--- src/swm_pkg.sv ---
// Shared types and constants of the sliding window maximum block.
package swm_pkg;

	localparam int SAMPLE_W = 32;
	localparam int WS_W = 9;
	localparam int CFG_ADDR_W = 2;
	localparam int CFG_DATA_W = 32;

	localparam logic [CFG_ADDR_W-1:0] REG_WINDOW_SIZE = 2'd0;

	typedef enum logic [2:0] {
		ST_IDLE,
		ST_HEAD,
		ST_HEAD_WAIT,
		ST_TAIL,
		ST_TAIL_WAIT,
		ST_PUSH,
		ST_EMIT
	} state_t;

	typedef struct packed {
		logic load_in;
		logic drop_head;
		logic pop_tail;
		logic push;
		logic load_out;
		logic clear;
	} cmd_t;

	typedef struct packed {
		logic count_zero;
		logic head_old;
		logic tail_smaller;
		logic emit_due;
		logic last;
		logic out_free;
	} status_t;

endpackage

--- src/swm_ctrl.sv ---
// Controller state machine of the sliding window maximum block.
module swm_ctrl (
	input  logic               clk,
	input  logic               arst_n,
	input  logic               in_valid,
	output logic               in_ready,
	input  swm_pkg::status_t   sts,
	output swm_pkg::cmd_t      cmd
);

	swm_pkg::state_t state_q;
	swm_pkg::state_t state_d;

	always_ff @(posedge clk or negedge arst_n) begin
		if (!arst_n) begin
			state_q <= swm_pkg::ST_IDLE;
		end else begin
			state_q <= state_d;
		end
	end

	always_comb begin
		state_d = state_q;
		cmd = '0;
		in_ready = 1'b0;
		unique case (state_q)
			swm_pkg::ST_IDLE: begin
				in_ready = 1'b1;
				if (in_valid) begin
					cmd.load_in = 1'b1;
					state_d = swm_pkg::ST_HEAD;
				end
			end
			swm_pkg::ST_HEAD: begin
				if (!sts.count_zero && sts.head_old) begin
					cmd.drop_head = 1'b1;
					state_d = swm_pkg::ST_HEAD_WAIT;
				end else if (!sts.count_zero && sts.tail_smaller) begin
					cmd.pop_tail = 1'b1;
					state_d = swm_pkg::ST_TAIL_WAIT;
				end else begin
					state_d = swm_pkg::ST_PUSH;
				end
			end
			swm_pkg::ST_HEAD_WAIT: begin
				state_d = swm_pkg::ST_HEAD;
			end
			swm_pkg::ST_TAIL: begin
				if (!sts.count_zero && sts.tail_smaller) begin
					cmd.pop_tail = 1'b1;
					state_d = swm_pkg::ST_TAIL_WAIT;
				end else begin
					state_d = swm_pkg::ST_PUSH;
				end
			end
			swm_pkg::ST_TAIL_WAIT: begin
				state_d = swm_pkg::ST_TAIL;
			end
			swm_pkg::ST_PUSH: begin
				cmd.push = 1'b1;
				state_d = swm_pkg::ST_EMIT;
			end
			swm_pkg::ST_EMIT: begin
				if (!sts.emit_due || sts.out_free) begin
					cmd.load_out = sts.emit_due;
					cmd.clear = sts.last;
					state_d = swm_pkg::ST_IDLE;
				end
			end
			default: begin
				state_d = swm_pkg::ST_IDLE;
			end
		endcase
	end

endmodule

--- config.mk ---
export PLATFORM = sky130hd
export DESIGN_NAME = swm_ctrl
export DESIGN_NICKNAME = d
export VERILOG_FILES = /design/src/swm_pkg.sv /design/src/swm_ctrl.sv
export SDC_FILE = /design/constraint.sdc
export NUM_CORES = 1
export LEC_CHECK = 0
export BUFFER_PORTS_ARGS = -buffer_cell sky130_fd_sc_hd__buf_2
export CAP_MARGIN = 10
export CELL_PAD_IN_SITES_DETAIL_PLACEMENT = 0
export CELL_PAD_IN_SITES_GLOBAL_PLACEMENT = 1
export CORE_AREA = 5 5 42 44
export DETAILED_ROUTE_END_ITERATION = 10
export DIE_AREA = 0 0 47 49
export HOLD_SLACK_MARGIN = 0.12
export PLACE_DENSITY = 0.63
export SLEW_MARGIN = 5
export SYNTH_ARGS = -nofsm -noshare
export SYNTH_HDL_FRONTEND = slang
export SYNTH_SLANG_ARGS = --single-unit
--- constraint.sdc ---
create_clock -name clk -period 1.35 [get_ports clk]
set_input_delay 0.0675 -clock clk [delete_from_list [all_inputs] [get_ports clk]]
set_output_delay 0.0675 -clock clk [all_outputs]
set_load 0.03 [all_outputs]
# Word level (Yosys, flattened, before mapping)
# Cells that the tools add are included.
# op_classes
n_eq_ne	8
muxes	16
reduce_logical	7
# ops
cell	count
3-bit case mux with 7 select lines	1
3-bit equality test, second input constant	3
1-bit two-way mux	9
3-bit two-way mux	3
3-bit by 2-bit equality test with 1-bit output, second input constant	2
2-bit two-way mux	2
2-bit != test, second input constant	2
3-bit by 1-bit equality test with 1-bit output, second input constant	1
3-bit logical NOT	1
1-bit logical AND	2
1-bit logical NOT	2
1-bit case mux with 2 select lines	1
2-bit AND reduction	1
1-bit logical OR	1
# word_totals
regBits	3
inputBits	9
out_inout_bits	7
word_cells	32

# Longest topological paths before layout
# logic_depth
ltp_word	5
ltp_mapped	3
depth_no_buf	2

# Worst setup path after synthesis
# OpenSTA, ideal clock, no wires.
# synth_timing
kind	reg-to-output
from	reg state_q[2]
to	out cmd[5] (netlist bit)
arrival_ns	1.631
required_time_ns	1.283
path_slack_ns	-0.348
path_stages_with_launch	4
n_path_buf	1
path_cell_list	dfrtp_1 > buf_6 > nor3_1 > and2_1
# synth_rtl
item	line_no	rtl
start: declaration	swm_ctrl.sv:11	swm_pkg::state_t state_q;
start signal: assignment	swm_ctrl.sv:16	state_q <= swm_pkg::ST_IDLE;
start signal: assignment	swm_ctrl.sv:18	state_q <= state_d;
end: declaration	swm_ctrl.sv:8	output swm_pkg::cmd_t cmd

==> run metrics <==
synthesis-to-finish area growth 74.6%; Starting Density between 20% and 30%; FFs w/ async S/R, synth 100%; Max Clock Skew about 0.000028 ns; initial antenna violation count 0; Slew @ Worst Pin approximately 0.30 ns; DR pass1 iterations 1; Avg Cell Area, Syn around 11 µm²; worst path buffer plus inverter count 2; largest fanout on the critical path 6; Ports 16; clk root buf clkbuf_4; placed cells about 60; largest net degree at the start of global routing 10; crit share post-route 100%; Syn Std Cell Area around 300 µm²; Final min period around 1.4 ns; register with the most flip-flops state_q; max reg flops 3; share of layout cells above drive strength 1 around three quarters; row cnt 14; post-layout instance count excluding filler cells slightly below 70; CP Cell Sequence buf_4, nor3_4, and2_4, buf_6; Peak Freq between 0.7 and 0.8 GHz; Core ar. 1400 µm²; synth cell count leaders and2_1 (3), dfrtp_1 (3), and4bb_1 (2), nor4b_2 (2); Slew Limit Headroom between 80% and 90%; Clock Path Buffers 2; drt wl/cell roughly 12 µm; CP peak stage delay between 0.4 and 0.5 ns; residual overflow from global routing 0; DR DRC count 0; register area share after synthesis between 20% and 30%; VDD IR max approximately 0.0011 V; die height ~49 µm; CP required roughly 1.3 ns; CTS tree done; GP Congestion a little under 0.7; number of max-cap violations 0; Cell variety after synth 22; final setup violation count 1; die area 2300 µm²; Synth Area in XOR/XNOR 0%; detailed placement HPWL about 540 µm; area share of the largest cell type after synthesis 25.4%; slowest CP cell dfrtp_2; CTS buffer count 3; post-placement setup slack between 0.1 and 0.15 ns; Syn Nets 37; CP arrival roughly 1.3 ns; nets 63; IO buf count 15; complex-gate fraction of the synthesized area between 10% and 20%; Main synth FF type dfrtp_1; unrepaired setup endpoints after global routing true; Die W 47 µm; Worst setup EP type output port; cells after synthesis 28; critical setup path kind reg2out; EDFF count, synth 0; Worst-Skew Late Latency approximately 0.23 ns; Post-Synth Simple-Gate Area a little over half; warnings from Yosys 0; Final Worst Setup Slack -0.00171 ns; status complete, but fails checks; Yosys top cell by area dfrtp_1; vias in the first global route about 320; Largest delay share family, worst path flip-flops; failing checks negative setup slack; Final Routed Wirelength 806 µm; number of diodes 0; H-tree depth 1; biggest regs state_q (3); Startpoint Class register; Slew Limit Fails 0; number of routed nets with antenna violations 0; Synth Area in Adders 0%; Total Routing Usage GR between 8 and 9%; FF+latch count, synth 3; Clock Sinks 3; most area-consuming cells after synthesis dfrtp_1 (25%), nor4b_2 (10%), and4bb_1 (8.5%), and2_1 (6.4%), a211oi_2 (4.2%); Vias approximately 320; mux cell area share after synthesis 0%; Hold Path Class in2reg; Clock transition at path regs around 0.040 ns; first-pass GRT wire length roughly 1.3 mm; PD cells between 2000 and 2500 nW/µm²; P_leak around 0.25 nW; main combinational cell family by area after synthesis simple AND/OR/NAND/NOR gates; vias per cell 4.57; Final Hold Fails 0; DR iter-0 viols 0
==> final timing paths <==
kind	startpoint	endpoint	slack, ns	cells past startpoint
worst max-delay path	state_q[1]$_DFFE_PN0P_	cmd[5]	-0.002	4
worst min register to register	state_q[2]$_DFFE_PN0P_	state_q[1]$_DFFE_PN0P_	0.62	1
worst min-delay path	sts[0]	state_q[2]$_DFFE_PN0P_	0.15	3
worst max register to register	state_q[0]$_DFFE_PN0P_	state_q[2]$_DFFE_PN0P_	0.09	3
max in group asynchronous	arst_n	state_q[0]$_DFFE_PN0P_	1.08	2
min in group asynchronous	arst_n	state_q[2]$_DFFE_PN0P_	0.16	2
==> per-stage QoR <==
| step | total power [W] | util (%) | area, µm² | TNS, ns | hold WS, ns |
|---|---|---|---|---|---|
| 6_report | 0.00107 | 36.8 | 515 | -0.00171 | 0.147 |
| 4_1_cts | 0.00101 | 34.9 | 489 | -0.0195 | 0.144 |
| 3_5_place_dp | 0.000718 | 28.6 | 400 | 0 | -0.132 |
| 3_3_place_gp | 0.000717 | 28.6 | 400 | 0 | -0.135 |
| 2_1_floorplan | 0.000619 | - | 307 | 0 | -0.228 |
| 5_1_grt | 0.00115 | 36.8 | 515 | -0.162 | 0.155 |
==> logic make-up (layout without fill, tap and decap cells) <==
logic type             count (synthesis)  in the layout
AO/OA/AOI/OAI                          4              4
flip-flops                             3              3
buffers and inverters                  4             29
AND/OR/NAND/NOR                       17             17
==> worst min-delay path, cell delays in order <==
cell and delay, ns:
buf_2 0.10, or3b_1 0.11, a211oi_2 0.06
==> where the power goes <==
| group | switching [W] | internal (W) | leakage [nW] |
|---|---|---|---|
| clock | 0.0000492 | 0.000111 | 0.0150 |
| combinational | 0.000304 | 0.000363 | 0.205 |
| sequential | 0.0000933 | 0.000147 | 0.0326 |
==> final cells by class <==
cell class / instances / area (µm²)
Fill cell: 153 / 886
Multi-Input combinational cell: 21 / 218
Timing Repair Buffer: 24 / 169
Sequential cell: 3 / 78.8
Clock buffer: 4 / 26.3
Tap cell: 16 / 20.0
Inverter: 1 / 3.75
==> metal layers <==
metal | vias up | wire length, µm | GRT usage (%)
li1 | 154 | - | -
met2 | 10 | 436 | 11.1
met4 | 0 | 19 | 9.68
met5 | - | 0 | 0
met1 | 149 | 314 | 8.20
met3 | 2 | 35 | 2.58
==> placed cells by master, fill, tap and decap left out <==
master         netlist  routed
buf_2                1      10
a211o_1              1       1
dlygate4sd3_1        0       1
inv_1                1       1
and4b_2              1       1
a21oi_1              1       1
nor4_1               1       1
nor3_4               0       1
clkbuf_4             0       4
dfrtp_2              0       3
or3b_1               1       1
nor3b_2              1       1
and4b_1              1       1
nor4b_2              2       1
or2b_1               1       1
and3b_4              1       1
and2_4               0       2
and2_1               3       1
buf_6                1       3
buf_4                1       9
and4bb_1             2       2
and3_2               1       1
o21ai_0              1       1
nor4b_4              0       1
a211oi_2             1       1
clkbuf_1             0       1
nor2b_1              1       1
==> timing repair <==
item / CTS / global route
gates resized for setup: 10 / 5
setup buffers: 3 / 2
hold endpoints to repair: 3 / 0
setup endpoints to repair: 5 / 7
hold buffers: 1 / 0
pin swaps: 3 / 1
(Power assumes the default switching activity.)
